[src/hdl/agcjg_pkg.sv]
`timescale 1ns / 1ps
// ----------------------------------------------------------------------------
// AGC jump guard package
// Shared types, register indexes and reset constants for the jump guard.
// ----------------------------------------------------------------------------
package agcjg_pkg;

    // Field widths of one polling tick and of the registers.
    localparam int FREQ_W  = 32;
    localparam int LEVEL_W = 10;
    localparam int GAIN_W  = 8;
    localparam int HOLD_W  = 8;
    localparam int CFG_IDX_W  = 2;
    localparam int CFG_DATA_W = 10;

    // Register reset values.
    localparam logic [LEVEL_W-1:0] LEVEL_LIMIT_RST = 10'd12;
    localparam logic [GAIN_W-1:0]  GAIN_LIMIT_RST  = 8'd8;
    localparam logic [HOLD_W-1:0]  HOLD_TICKS_RST  = 8'd30;

    // Register indexes on the configuration port.
    typedef enum logic [CFG_IDX_W-1:0] {
        CFG_LEVEL_LIMIT = 2'd0,
        CFG_GAIN_LIMIT  = 2'd1,
        CFG_HOLD_TICKS  = 2'd2
    } t_cfg_idx;

    // Requested action toward the gain control.
    typedef enum logic [1:0] {
        ACT_NONE    = 2'd0,
        ACT_DISABLE = 2'd1,
        ACT_ENABLE  = 2'd2
    } t_action;

    // Register contents seen by the guard logic.
    typedef struct packed {
        logic [LEVEL_W-1:0] level_limit;
        logic [GAIN_W-1:0]  gain_limit;
        logic [HOLD_W-1:0]  hold_ticks;
    } t_cfg;

    // One polling tick.
    typedef struct packed {
        logic                      rx_active;
        logic [FREQ_W-1:0]         frequency;
        logic signed [LEVEL_W-1:0] level_dbm;
        logic signed [GAIN_W-1:0]  gain_db;
    } t_tick;

endpackage

[src/hdl/agcjg_cfg_regs.sv]
`timescale 1ns / 1ps
// ----------------------------------------------------------------------------
// AGC jump guard configuration registers
// Holds the trip limits and the hold length, written over a valid/ready port.
// ----------------------------------------------------------------------------
module agcjg_cfg_regs
    import agcjg_pkg::*;
(
    input  logic                  i_clk,
    input  logic                  i_rst_n,
    input  logic                  i_cfg_valid,
    output logic                  o_cfg_ready,
    input  logic [CFG_IDX_W-1:0]  i_cfg_index,
    input  logic [CFG_DATA_W-1:0] i_cfg_data,
    output t_cfg                  o_cfg
);

    t_cfg r_cfg;
    t_cfg n_cfg;

    // Writes are always taken.
    assign o_cfg_ready = 1'b1;

    // Decode the written register; unknown indexes are dropped.
    always_comb begin
        n_cfg = r_cfg;
        if (i_cfg_valid) begin
            unique case (t_cfg_idx'(i_cfg_index))
                CFG_LEVEL_LIMIT: n_cfg.level_limit = i_cfg_data[LEVEL_W-1:0];
                CFG_GAIN_LIMIT:  n_cfg.gain_limit  = i_cfg_data[GAIN_W-1:0];
                CFG_HOLD_TICKS:  n_cfg.hold_ticks  = i_cfg_data[HOLD_W-1:0];
                default:         n_cfg = r_cfg;
            endcase
        end
    end

    always_ff @(posedge i_clk) begin
        if (!i_rst_n) begin
            r_cfg.level_limit <= LEVEL_LIMIT_RST;
            r_cfg.gain_limit  <= GAIN_LIMIT_RST;
            r_cfg.hold_ticks  <= HOLD_TICKS_RST;
        end else begin
            r_cfg <= n_cfg;
        end
    end

    assign o_cfg = r_cfg;

endmodule

[src/hdl/agcjg_guard.sv]
`timescale 1ns / 1ps
// ----------------------------------------------------------------------------
// AGC jump guard decision stage
// Keeps the last sample and the hold count, and decides the action of a tick.
// ----------------------------------------------------------------------------
module agcjg_guard
    import agcjg_pkg::*;
(
    input  logic    i_clk,
    input  logic    i_rst_n,
    input  logic    i_step,
    input  t_tick   i_tick,
    input  t_cfg    i_cfg,
    output t_action o_action
);

    logic [FREQ_W-1:0]         r_last_freq;
    logic signed [LEVEL_W-1:0] r_last_level;
    logic signed [GAIN_W-1:0]  r_last_gain;
    logic [HOLD_W-1:0]         r_hold;
    logic                      r_sample_valid;

    logic [FREQ_W-1:0]         n_last_freq;
    logic signed [LEVEL_W-1:0] n_last_level;
    logic signed [GAIN_W-1:0]  n_last_gain;
    logic [HOLD_W-1:0]         n_hold;
    logic                      n_sample_valid;

    logic                      freq_change;
    logic                      eff_valid;
    logic [HOLD_W-1:0]         eff_hold;
    logic signed [LEVEL_W:0]   level_diff;
    logic signed [GAIN_W:0]    gain_diff;
    logic [LEVEL_W:0]          level_mag;
    logic [GAIN_W:0]           gain_mag;
    logic                      trip;

    // Full-width differences, so a jump never wraps.
    always_comb begin
        level_diff = {i_tick.level_dbm[LEVEL_W-1], i_tick.level_dbm}
                   - {r_last_level[LEVEL_W-1], r_last_level};
        gain_diff  = {i_tick.gain_db[GAIN_W-1], i_tick.gain_db}
                   - {r_last_gain[GAIN_W-1], r_last_gain};
        level_mag  = level_diff[LEVEL_W] ? (LEVEL_W+1)'(-level_diff)
                                         : (LEVEL_W+1)'(level_diff);
        gain_mag   = gain_diff[GAIN_W] ? (GAIN_W+1)'(-gain_diff)
                                       : (GAIN_W+1)'(gain_diff);
        trip = (level_mag >= {1'b0, i_cfg.level_limit})
            || (gain_mag >= {1'b0, i_cfg.gain_limit});
    end

    // A new frequency abandons the hold and the sample on the same tick.
    assign freq_change = (i_tick.frequency != r_last_freq);
    assign eff_valid   = r_sample_valid && !freq_change;
    assign eff_hold    = freq_change ? '0 : r_hold;

    // Next state and action of one tick.
    always_comb begin
        n_last_freq    = r_last_freq;
        n_last_level   = r_last_level;
        n_last_gain    = r_last_gain;
        n_hold         = r_hold;
        n_sample_valid = r_sample_valid;
        o_action       = ACT_NONE;
        if (!i_tick.rx_active) begin
            n_hold         = '0;
            n_sample_valid = 1'b0;
        end else begin
            n_last_freq    = i_tick.frequency;
            n_last_level   = i_tick.level_dbm;
            n_last_gain    = i_tick.gain_db;
            n_sample_valid = 1'b1;
            n_hold         = eff_hold;
            priority if (!eff_valid) begin
                n_hold = eff_hold;
            end else if (eff_hold != '0) begin
                n_hold = eff_hold - 1'b1;
                if (eff_hold == HOLD_W'(1)) begin
                    o_action = ACT_ENABLE;
                end
            end else begin
                if (trip) begin
                    o_action = ACT_DISABLE;
                    n_hold   = i_cfg.hold_ticks;
                end
            end
        end
    end

    // State advances only when a tick moves to the result register.
    always_ff @(posedge i_clk) begin
        if (!i_rst_n) begin
            r_last_freq    <= '0;
            r_last_level   <= '0;
            r_last_gain    <= '0;
            r_hold         <= '0;
            r_sample_valid <= 1'b0;
        end else if (i_step) begin
            r_last_freq    <= n_last_freq;
            r_last_level   <= n_last_level;
            r_last_gain    <= n_last_gain;
            r_hold         <= n_hold;
            r_sample_valid <= n_sample_valid;
        end
    end

endmodule

[src/hdl/agc_jump_guard_core.sv]
`timescale 1ns / 1ps
// ----------------------------------------------------------------------------
// AGC jump guard core
// Disables a receiver's gain control on level or gain jumps and re-enables it
// after a hold of a set number of polling ticks.
// ----------------------------------------------------------------------------
// Usage:
//   Input channel (i_in_valid / o_in_ready) carries one polling tick per
//   transaction: active flag, tuned frequency, level in dBm and gain in dB.
//   Output channel (o_out_valid / i_out_ready) returns exactly one action per
//   tick, in order: none, disable or re-enable gain control.
//   Configuration channel (i_cfg_valid / o_cfg_ready) writes the level limit,
//   the gain limit and the hold length; it is always ready and should only be
//   used while no tick is in flight.
//   An accepted tick passes through the input register, then the decision
//   logic loads the result register, where its action becomes valid.
//   Throughput is one tick per cycle while the receiver keeps up.
//   A synchronous active-low reset restores the register defaults, clears
//   the stored sample and hold count and empties both stages.
//   When the receiver stalls, the result register holds its action and the
//   input register still takes one more tick before o_in_ready drops.
// ----------------------------------------------------------------------------
module agc_jump_guard_core
    import agcjg_pkg::*;
(
    input  logic                      i_clk,
    input  logic                      i_rst_n,
    input  logic                      i_in_valid,
    output logic                      o_in_ready,
    input  logic                      i_rx_active,
    input  logic [FREQ_W-1:0]         i_frequency,
    input  logic signed [LEVEL_W-1:0] i_level_dbm,
    input  logic signed [GAIN_W-1:0]  i_gain_db,
    output logic                      o_out_valid,
    input  logic                      i_out_ready,
    output logic [1:0]                o_agc_action,
    input  logic                      i_cfg_valid,
    output logic                      o_cfg_ready,
    input  logic [CFG_IDX_W-1:0]      i_cfg_index,
    input  logic [CFG_DATA_W-1:0]     i_cfg_data
);

    t_cfg    cfg;
    t_tick   r_in;
    logic    r_in_valid;
    logic    r_out_valid;
    t_action r_out_action;
    t_action calc_action;
    logic    advance;

    // Configuration registers.
    agcjg_cfg_regs u_cfg_regs (
        .i_clk       (i_clk),
        .i_rst_n     (i_rst_n),
        .i_cfg_valid (i_cfg_valid),
        .o_cfg_ready (o_cfg_ready),
        .i_cfg_index (i_cfg_index),
        .i_cfg_data  (i_cfg_data),
        .o_cfg       (cfg)
    );

    // A tick moves on when the result register is free or being emptied.
    assign advance    = r_in_valid && (!r_out_valid || i_out_ready);
    assign o_in_ready = !r_in_valid || advance;

    // Input register.
    always_ff @(posedge i_clk) begin
        if (!i_rst_n) begin
            r_in_valid <= 1'b0;
        end else if (o_in_ready) begin
            r_in_valid <= i_in_valid;
        end
    end

    always_ff @(posedge i_clk) begin
        if (i_in_valid && o_in_ready) begin
            r_in.rx_active <= i_rx_active;
            r_in.frequency <= i_frequency;
            r_in.level_dbm <= i_level_dbm;
            r_in.gain_db   <= i_gain_db;
        end
    end

    // Decision logic and guard state.
    agcjg_guard u_guard (
        .i_clk    (i_clk),
        .i_rst_n  (i_rst_n),
        .i_step   (advance),
        .i_tick   (r_in),
        .i_cfg    (cfg),
        .o_action (calc_action)
    );

    // Result register.
    always_ff @(posedge i_clk) begin
        if (!i_rst_n) begin
            r_out_valid <= 1'b0;
        end else if (advance) begin
            r_out_valid <= 1'b1;
        end else if (i_out_ready) begin
            r_out_valid <= 1'b0;
        end
    end

    always_ff @(posedge i_clk) begin
        if (advance) begin
            r_out_action <= calc_action;
        end
    end

    assign o_out_valid  = r_out_valid;
    assign o_agc_action = r_out_action;

`ifndef SYNTH
    // An inactive tick always answers with no change.
    a_inactive_none: assert property (@(posedge i_clk) disable iff (!i_rst_n)
        (advance && !r_in.rx_active) |=> (r_out_action == ACT_NONE))
        else $error("inactive tick produced an action");

    // Input back-pressure only when both stages are full and stalled.
    a_ready_only_when_full: assert property (@(posedge i_clk) disable iff (!i_rst_n)
        !o_in_ready |-> (r_in_valid && r_out_valid && !i_out_ready))
        else $error("input stalled without a full pipeline");

    // A stalled result is neither lost nor changed.
    a_result_held: assert property (@(posedge i_clk) disable iff (!i_rst_n)
        (r_out_valid && !i_out_ready) |=> (r_out_valid && $stable(r_out_action)))
        else $error("stalled result lost or changed");
`endif

endmodule

[config.mk]
export PLATFORM = sky130hd
export DESIGN_NAME = agc_jump_guard_core
export DESIGN_NICKNAME = d
export VERILOG_FILES = /design/src/hdl/agcjg_pkg.sv /design/src/hdl/agcjg_cfg_regs.sv /design/src/hdl/agcjg_guard.sv /design/src/hdl/agc_jump_guard_core.sv
export SDC_FILE = /design/constraint.sdc
export NUM_CORES = 1
export LEC_CHECK = 0
export ABC_AREA = 1
export BUFFER_PORTS_ARGS = -buffer_cell sky130_fd_sc_hd__buf_4
export CAP_MARGIN = 30
export CORE_MARGIN = 5
export CORE_UTILIZATION = 60
export CTS_CLUSTER_DIAMETER = 40
export DETAILED_ROUTE_END_ITERATION = 7
export PLACE_DENSITY = 0.88
export SLEW_MARGIN = 10
export SYNTH_ARGS = -nofsm -noshare
export SYNTH_HDL_FRONTEND = slang
export SYNTH_SLANG_ARGS = --single-unit
[constraint.sdc]
create_clock -name i_clk -period 4.7 [get_ports i_clk]
set_input_delay 0.235 -clock i_clk [delete_from_list [all_inputs] [get_ports i_clk]]
set_output_delay 0.235 -clock i_clk [all_outputs]
set_load 0.1 [all_outputs]
==> flow_summary.yaml, run 1 <==
critical_path:
  critPathTopFamily: "simple AND/OR/NAND/NOR gates"
  crit_type: "reg -> reg"
  crit_required_ns: 5.00
  critical_path_arrival_ns: 4.23
  cp_slowest_cell: "fa_1"
  cp_max_fo: 9
  crit_buf_inv: 4
  start_kind: "register"
  cp_slowest_stage_delay_ns: 0.44
  crit_path_end_kind: "register"
  crit_path_frequent_cell: "nand2_1"
timing:
  drv_slew: 0
  setup_violations: 0
  fin_crit_sh_pct: 83.7
  rsz0062_at_grt: "no"
  finalSetupTns_ns: 0
  relSlewSlack_pct: 49.2
  finalHoldViolCount: 0
  skew_ns: 0.00992
  period_minus_slack_ns: 3.94
  worst_pin_slew_ns: 0.761
  fmax_ghz: 0.254
floorplanning:
  core-area_sq_um: 12600
  start_util_pct: 61.2
  dieArea_sq_um: 15200
  die_w_um: 123
  die_h_um: 123
  fp-row-count: 41
  io_pins: 73
power:
  power_frac_clock_pct: 39.0
  p_sw_uw: 1010
  p_sw_share_pct: 30.4
  leakagePower_uw: 0.00450
  seqPwrFrac_pct: 40.8
  power_density_nw_per_um2: 353
  power_frac_comb_pct: 20.2
  intPower_uw: 2330
  irDropWorstVdd_v: 0.000316
logic_synthesis:
  yosys_warnings: 0
  syn_nets: 1134
  ys.flop_type: "dfxtp_1"
  syn_inst: 1023
  netlist_area_sq_um: 7730
  synth_edf_count: 53
  ys_async_sr_fraction_pct: 0
  synth.distinct_cells: 43
  syn_area_per_cell_sq_um: 7.55
  ys_seq_area_share_pct: 43.1
  synth-seq-cells: 140
cts:
  clockRootBuffer: "clkbuf_16"
  cts_num_sinks: 140
  clk_latency_ns: 0.43
  clk_pin_slew_ns: 0.06
  htreeDepth: 4
  cts_buffers: 17
  cts_tree: "built"
  clock_path_buffers: 2
  cts_resized: 0
placed_design:
  dp.cells: 1245
  gp_congestion: 0.898
  portBuffers: 71
  dp_hpwl_um: 11500
routing:
  vias: 6987
  avgRoutedWirePerCell_um: 13.6
  drc: 0
  ant_nets: 0
  viasPerCell: 5.27
  dr.pass1.iters: 6
  wirelength_um: 18100
  drt_iter0_drc: 581
grt:
  gr-total-overflow: 0
  grt_pass1_wl_um: 30900
  track_usage_pct: 25.6
  grt_pass1_vias: 6963
  antenna_found_initial: 0
  grt_start_max_net_pins: 78
layout:
  final_cell_mix: "nand2_1 (257), inv_1 (172), a21oi_1 (88)"
  layout.cells.non_filler: 1327
  layout.nets: 1253
  fillers: 884
  layout_commonest_cell: "nand2_1"
  areaGrowthSynthToFinish_pct: 22.6
  drive_gt1_share_pct: 12.8
  n_antenna_cell: 0
outcome:
  status: "finished clean"
hold_path:
  hp-class: "in -> reg"
flow_run:
  max_cap_violations: 0
==> repair_timing <==
item,in CTS,in global routing
setup buffers,0,0
hold buffers,49,1
hold endpoints to repair,49,1
==> logic make-up (layout without fill, tap and decap cells) <==
group | count (synthesis) | count (layout) | synth area share, %
AO/OA/AOI/OAI | 178 | 178 | 12.2
XOR/XNOR | 29 | 29 | 3.38
adder cells (fa/ha/maj) | 43 | 43 | 7.16
buffers and inverters | 203 | 335 | 10.0
flip-flops | 140 | 140 | 43.1
other | 1 | 1 | 0.0485
AND/OR/NAND/NOR | 429 | 429 | 24.0
==> worst reg2reg max path, stage by stage (launching register included) <==
cell      delay, ns
edfxtp_1       0.39
inv_1          0.11
ha_1           0.15
inv_1          0.07
fa_1           0.44
nand3_1        0.13
nand3_1        0.11
nand2_1        0.11
nand4_1        0.14
nor3b_1        0.28
nand4_1        0.13
nand2_1        0.10
xor2_1         0.15
inv_1          0.07
ha_1           0.31
nand2_1        0.08
nand4_1        0.09
inv_1          0.07
nand2_1        0.05
nor2_1         0.26
nand3_4        0.18
nand2_1        0.09
nand2_1        0.06
nand2_1        0.09
nand2_1        0.05
nand2_1        0.07
a21oi_2        0.05
==> power groups by stage <==
stage	clock network [uW]	registers (uW)	logic [uW]
floorplan	0	1390	461
global placement	0	1380	596
detailed placement	0	1390	617
CTS	1310	1360	664
global route	1370	1370	773
finish	1300	1360	676
==> path summary, 6_finish.rpt <==
| kind | start | to | slack (ns) | cells after the start |
|---|---|---|---|---|
| max reg2reg | r_in[8] | u_guard.r_hold[7] | 0.76 | 26 |
| max | r_in[8] | u_guard.r_hold[7] | 0.76 | 26 |
| min | i_gain_db[0] | r_in[0] | 0.02 | 1 |
| min reg2reg | u_guard.r_last_gain[2] | u_guard.r_last_gain[2] | 0.46 | 2 |
==> final cells by class <==
| type | instances | area, sq um | area share, % |
|---|---|---|---|
| timing repair buffer | 124 | 1060 | 11.1 |
| clock inverter | 13 | 118 | 1.24 |
| multi-input combinational | 680 | 3630 | 38.3 |
| sequential | 140 | 3330 | 35.2 |
| clock buffer | 19 | 453 | 4.78 |
| tap | 172 | 215 | 2.27 |
| inverter | 179 | 672 | 7.09 |
==> routing by layer <==
layer / up-vias / GRT usage (%) / routed length [um]
met2: 250 / 44.7 / 8950
met4: 0 / 10.8 / 544
met3: 45 / 5.22 / 1080
met1: 3182 / 30.5 / 7480
li1: 3510 / - / -
met5: - / 0 / 0
==> Yosys cell counts, types with 2 or more instances <==
| cell | count | area [sq um] |
|---|---|---|
| xnor2_1 | 10 | 87.6 |
| nor2_8 | 2 | 40.0 |
| nor2_1 | 80 | 300 |
| nand3b_1 | 2 | 15.0 |
| o21ai_1 | 3 | 15.0 |
| o41ai_1 | 2 | 17.5 |
| or2_2 | 2 | 12.5 |
| inv_1 | 173 | 649 |
| a21oi_2 | 2 | 17.5 |
| nand4_1 | 14 | 87.6 |
| nand2_2 | 11 | 68.8 |
| o21bai_1 | 2 | 15.0 |
| fa_1 | 2 | 40.0 |
| nand3_2 | 4 | 40.0 |
| ha_1 | 41 | 513 |
| nor2_2 | 5 | 31.3 |
| nor3_1 | 4 | 20.0 |
| clkbuf_1 | 21 | 78.8 |
| nand2_1 | 257 | 965 |
| xor2_1 | 18 | 158 |
| edfxtp_1 | 53 | 1590 |
| o21ai_2 | 2 | 17.5 |
| a21oi_1 | 88 | 440 |
| o21ai_0 | 71 | 355 |
| dfxtp_1 | 87 | 1740 |
| inv_2 | 6 | 22.5 |
| o211ai_1 | 4 | 30.0 |
| nand3_1 | 42 | 210 |
==> stage by stage <==
step | utilization [%] | instance area (sq um) | setup WS, ns | power, uW | hold WS, ns
2_1_floorplan | - | 7730 | 1.30 | 1850 | 0.334
3_3_place_gp | 66.6 | 8400 | 1.10 | 1980 | 0.413
3_5_place_dp | 66.6 | 8400 | 0.985 | 2000 | 0.414
4_1_cts | 75.0 | 9460 | 0.811 | 3330 | 0.000841
5_1_grt | 75.1 | 9470 | 0.452 | 3510 | 0.000624
6_report | 75.1 | 9470 | 0.765 | 3340 | 0.0170
==> state kept, by name, indices dropped and copies added, names as in the netlist <==
| name | cells |
|---|---|
| o_out_valid | 1 |
| u_cfg_regs.o_cfg | 26 |
| u_guard.r_hold | 8 |
| o_agc_action | 2 |
| u_guard.r_last_level | 10 |
| r_in | 51 |
| u_guard.r_last_freq | 32 |
| u_guard.r_sample_valid | 1 |
| u_guard.r_last_gain | 8 |
| r_in_valid | 1 |
Power figures use the tool's default switching activity.
==> run 2: changes to the inputs <==
==> constraint.sdc (replaced) <==
create_clock -name i_clk -period 3.8 [get_ports i_clk]
set_input_delay 0.19 -clock i_clk [delete_from_list [all_inputs] [get_ports i_clk]]
set_output_delay 0.19 -clock i_clk [all_outputs]
set_load 0.1 [all_outputs]
==> run 2 against run 1 <==
Effect of this change:
- maximum frequency up 3.8%
- worst setup slack worse by 0.76 ns
- final area up 3.2%
- core utilization up 2.4 points
- critical path depth unchanged
- clock skew up 0.00088 ns
- wire length up 14%
- sequential share of layout area down 1.1 points
- non-clock buffer count up 12
==> flow_summary.yaml, run 2 (synthesis results as in run 1) <==
timing:
  fmax_ghz: 0.264
  finalHoldViolCount: 0
  period_minus_slack_ns: 3.79
  rsz0062_at_grt: "yes"
  drv_slew: 0
  worst_pin_slew_ns: 0.772
  fin_crit_sh_pct: 99.8
  skew_ns: 0.0108
  relSlewSlack_pct: 48.5
  setup_violations: 0
critical_path:
  reg2reg_from: "r_in[8]"
  critical_path_arrival_ns: 4.09
  crit_required_ns: 4.10
  timing.rr.end: "u_guard.r_hold[0]"
  cp_max_fo: 5
  crit_path_frequent_cell: "nand2_1"
  crit_type: "reg -> reg"
  start_kind: "register"
  cp_slowest_stage_delay_ns: 0.42
  crit_path_end_kind: "register"
  cp_slowest_cell: "fa_2"
  r2r_slack_ns: 0.007
  worst-r2r-cell-count: 26
grt:
  grt_start_max_net_pins: 78
  track_usage_pct: 26.4
  grt_pass1_wl_um: 31700
  antenna_found_initial: 0
  grt_pass1_vias: 6940
  gr-total-overflow: 0
cts:
  clockRootBuffer: "clkbuf_16"
  clock_path_buffers: 2
  htreeDepth: 4
  clk_pin_slew_ns: 0.06
  cts_num_sinks: 140
  clk_latency_ns: 0.43
  cts_tree: "built"
  cts_buffers: 17
layout:
  finish.utilization_pct: 77.4
  largest_reg_flops: 51
  layout_commonest_cell: "nand2_1"
  layout.nets: 1266
  final_cell_mix: "nand2_1 (250), inv_1 (166), dfxtp_1 (87)"
  layout.cells.non_filler: 1341
  areaGrowthSynthToFinish_pct: 26.5
  multi_input_area_sq_um: 3810
  fillers: 806
  regMostFlops: "r_in"
  final_area_sq_um: 9770
  drive_gt1_share_pct: 16.7
  final-seq-area_sq_um: 3330
hold_path:
  min-delay-start: "i_cfg_data[1]"
  min_to: "u_cfg_regs.o_cfg[1]"
  worstHoldPathCells: 3
  hp-class: "in -> reg"
routing:
  viasPerCell: 5.42
  avgRoutedWirePerCell_um: 15.4
  wirelength_um: 20600
  vias: 7267
  ant_nets: 0
  drt_iter0_drc: 694
  dr.pass1.iters: 8
  drc: 0
placed_design:
  place_area_sq_um: 8420
  gp_congestion: 0.891
  portBuffers: 71
  dp_hpwl_um: 11600
  dp.cells: 1245
power:
  leakagePower_uw: 0.00457
  power_uw: 4260
  power_density_nw_per_um2: 436
  irDropWorstVdd_v: 0.000345
floorplanning:
  die_w_um: 123
  die_h_um: 123
  core-area_sq_um: 12600
  io_pins: 73
  fp-row-count: 41
  dieArea_sq_um: 15200
  start_util_pct: 61.2
flow_run:
  max_cap_violations: 0
outcome:
  status: "finished clean"
[run 2: routing by layer]
metal / vias up / part of all wire, % / global-route usage (%) / wire [um]
li1: 3534 / - / - / -
met1: 3302 / 40 / 31.9 / 8260
met2: 361 / 50 / 46.1 / 10200
met3: 70 / 7.0 / 6.08 / 1430
met4: 0 / 3.4 / 9.55 / 693
met5: - / 0 / 0 / 0
[run 2: worst max-delay path by stage]
stage                start           endpoint  slack, ns  cells past startpoint
2_1_floorplan  o_out_valid            r_in[0]       0.40                      3
3_3_place_gp       r_in[8]  u_guard.r_hold[7]       0.19                     26
3_5_place_dp       r_in[8]  u_guard.r_hold[7]       0.05                     26
4_1_cts            r_in[8]  u_guard.r_hold[0]       0.06                     26
5_1_grt            r_in[8]  u_guard.r_hold[0]      -0.22                     26
6_report           r_in[8]  u_guard.r_hold[0]      0.007                     26
[run 2: critical path: cells and delay by family (launching register included)]
family                     cells  cell delay (ns)
xor gates and xnor gates       1             0.19
adders and majority gates      3             0.81
AOI/OAI and AO/OA              1             0.06
and+or+nand+nor               17             1.88
buffers and inverters          4             0.31
DFF                            1             0.39
[run 2: metrics by stage]
stage	hold slack [ns]	setup TNS, ns	setup slack, ns
floorplan	0.289	0	0.397
global placement	0.368	0	0.193
detailed placement	0.369	0	0.0481
CTS	0.00151	0	0.0637
global route	0.00817	-1.31	-0.222
finish	0.0113	0	0.00743
[run 2: final cells by class]
class | instances | area share, %
Multi-Input combinational cell | 681 | 39.0
Sequential cell | 140 | 34.1
Timing Repair Buffer | 136 | 12.0
Inverter | 179 | 6.90
Clock buffer | 19 | 4.43
Tap cell | 172 | 2.20
Clock inverter | 13 | 1.32
Antenna cell | 1 | 0.0256
[run 2: repair_timing]
item	CTS	global route
gates resized for setup	1	44
pin swaps	0	30
hold endpoints to repair	52	0
cloned	0	1
endpoints found under the setup margin	1	9
hold buffers	52	0
setup buffers	0	10
[run 2: where the power goes]
part / internal (uW) / switching (uW) / leakage [uW]
combinational: 394 / 566 / 0.00307
clock: 916 / 695 / 0.000275
sequential: 1640 / 47.9 / 0.00123
total: 2950 / 1310 / 0.00457
==> run 3: changes to the inputs <==
--- a/config.mk
+++ b/config.mk
@@ -9,10 +9,10 @@
 export BUFFER_PORTS_ARGS = -buffer_cell sky130_fd_sc_hd__buf_4
 export CAP_MARGIN = 30
 export CORE_MARGIN = 5
-export CORE_UTILIZATION = 60
+export CORE_UTILIZATION = 35
 export CTS_CLUSTER_DIAMETER = 40
 export DETAILED_ROUTE_END_ITERATION = 7
-export PLACE_DENSITY = 0.88
+export PLACE_DENSITY = 0.59
 export SLEW_MARGIN = 10
 export SYNTH_ARGS = -nofsm -noshare
 export SYNTH_HDL_FRONTEND = slang
==> run 3 against run 2 <==
Effect of this change:
- maximum frequency up 5.9%
- critical endpoint unchanged
- register-to-register slack gained 0.21 ns
- hold slack improved by 0.012 ns
- sequential power is essentially flat
- critical path depth increased by 1
- die area increased by 65%
- highest routed layer unchanged
- sequential cell count stayed put
==> flow_summary.yaml, run 3 (synthesis results as in run 1) <==
outcome:
  status: "finished clean"
cts:
  cts_tree: "built"
  clk_pin_slew_ns: 0.06
  clock_path_buffers: 2
  clockRootBuffer: "clkbuf_16"
  cts_buffers: 17
  cts_num_sinks: 140
  htreeDepth: 4
  clk_latency_ns: 0.43
power:
  irDropWorstVdd_v: 0.000289
  power_uw: 4190
  leakagePower_uw: 0.00454
  power_density_nw_per_um2: 427
placed_design:
  portBuffers: 71
  place_area_sq_um: 8540
  gp_congestion: 0.870
  dp_hpwl_um: 12100
  dp.cells: 1354
grt:
  track_usage_pct: 14.4
  grt_pass1_vias: 6102
  antenna_found_initial: 0
  gr-total-overflow: 0
  grt_pass1_wl_um: 29200
  grt_start_max_net_pins: 78
routing:
  wirelength_um: 17400
  viasPerCell: 4.54
  drc: 0
  ant_nets: 0
  drt_iter0_drc: 318
  dr.pass1.iters: 4
  avgRoutedWirePerCell_um: 12.1
  vias: 6560
timing:
  skew_ns: 0.0112
  fin_crit_sh_pct: 94.3
  setup_violations: 0
  finalHoldViolCount: 0
  worst_pin_slew_ns: 0.927
  relSlewSlack_pct: 38.2
  rsz0062_at_grt: "yes"
  period_minus_slack_ns: 3.58
  drv_slew: 0
  fmax_ghz: 0.279
critical_path:
  reg2reg_from: "r_in[8]"
  critPathTopFamily: "simple AND/OR/NAND/NOR gates"
  worst-r2r-cell-count: 27
  cp_max_fo: 5
  crit_end: "u_guard.r_hold[0]"
  crit_cells: 27
  critical_path_arrival_ns: 3.88
  cp-startpoint: "r_in[8]"
  crit_type: "reg -> reg"
  r2r_slack_ns: 0.22
  crit_buf_inv: 4
  crit_path_end_kind: "register"
  crit_path_frequent_cell: "nand2_1"
  timing.rr.end: "u_guard.r_hold[0]"
  cp_slowest_stage_delay_ns: 0.40
  crit_required_ns: 4.10
  cp_slowest_cell: "fa_2"
  start_kind: "register"
floorplanning:
  die_h_um: 159
  core-area_sq_um: 21800
  fp-row-count: 54
  io_pins: 73
  die_w_um: 159
  dieArea_sq_um: 25100
  start_util_pct: 35.5
layout:
  final-seq-area_sq_um: 3330
  fillers: 2149
  layout.cells.non_filler: 1444
  final_cell_mix: "nand2_1 (252), inv_1 (166), dfxtp_1 (87)"
  layout.nets: 1262
  drive_gt1_share_pct: 16.0
  largest_reg_flops: 51
  n_antenna_cell: 0
  final_area_sq_um: 9810
  regMostFlops: "r_in"
  multi_input_area_sq_um: 3750
  layout_commonest_cell: "nand2_1"
  areaGrowthSynthToFinish_pct: 26.9
  finish.utilization_pct: 45.1
hold_path:
  min-delay-start: "i_cfg_data[4]"
  hp-class: "in -> reg"
flow_run:
  max_cap_violations: 0
run 3: layout make-up:
cell class	count	share of cell area [%]
repair buffers	132	11.4
clock buffers	19	4.62
inverters	179	6.85
multi-input cells	681	38.3
well taps	280	3.57
flip-flops and latches	140	34.0
clock inverters	13	1.26
run 3: worst min-delay path: stages:
cell and delay (ns):
buf_4 0.11, nand2_1 0.05, nand3_1 0.06
run 3: worst min-delay path by stage:
| stage | slack (ns) | to | cells past startpoint |
|---|---|---|---|
| 6_report | 0.02 | u_cfg_regs.o_cfg[4] | 3 |
| 2_1_floorplan | 0.29 | r_in[0] | 0 |
| 3_5_place_dp | 0.37 | r_in[1] | 1 |
| 3_3_place_gp | 0.37 | r_in[44] | 1 |
| 4_1_cts | 0.0008 | u_cfg_regs.o_cfg[3] | 3 |
| 5_1_grt | 0.006 | u_cfg_regs.o_cfg[3] | 3 |
run 3: power breakdown:
part / switching, uW / internal [uW] / total [uW]
Sequential: 41.4 / 1640 / 1680
Combinational: 509 / 364 / 873
Clock: 730 / 901 / 1630
Total: 1280 / 2900 / 4190
run 3: metal layers:
metal	vias up	share of wire [%]	wire length, um	GRT usage [%]
li1	3528	-	-	-
met1	2904	50	8680	20.1
met2	104	45	7860	22.4
met3	24	3.9	679	3.37
met4	0	1.3	222	3.98
met5	-	0	0	0
run 3: per-stage QoR:
| step | setup TNS (ns) | hold WS, ns | setup WS, ns |
|---|---|---|---|
| final | 0 | 0.0235 | 0.218 |
| after global routing | -0.0717 | 0.00589 | -0.0450 |
| after CTS | 0 | 0.000797 | 0.0306 |
| after detailed placement | 0 | 0.369 | 0.0682 |
| after global placement | 0 | 0.368 | 0.108 |
| after floorplan | 0 | 0.289 | 0.397 |
run 3: repair_timing:
item | in CTS | in global routing
endpoints found under the setup margin | 0 | 9
gates resized for setup | 0 | 36
buffers inserted | 0 | 3
hold buffers | 53 | 0
endpoints found under the hold margin | 54 | 0
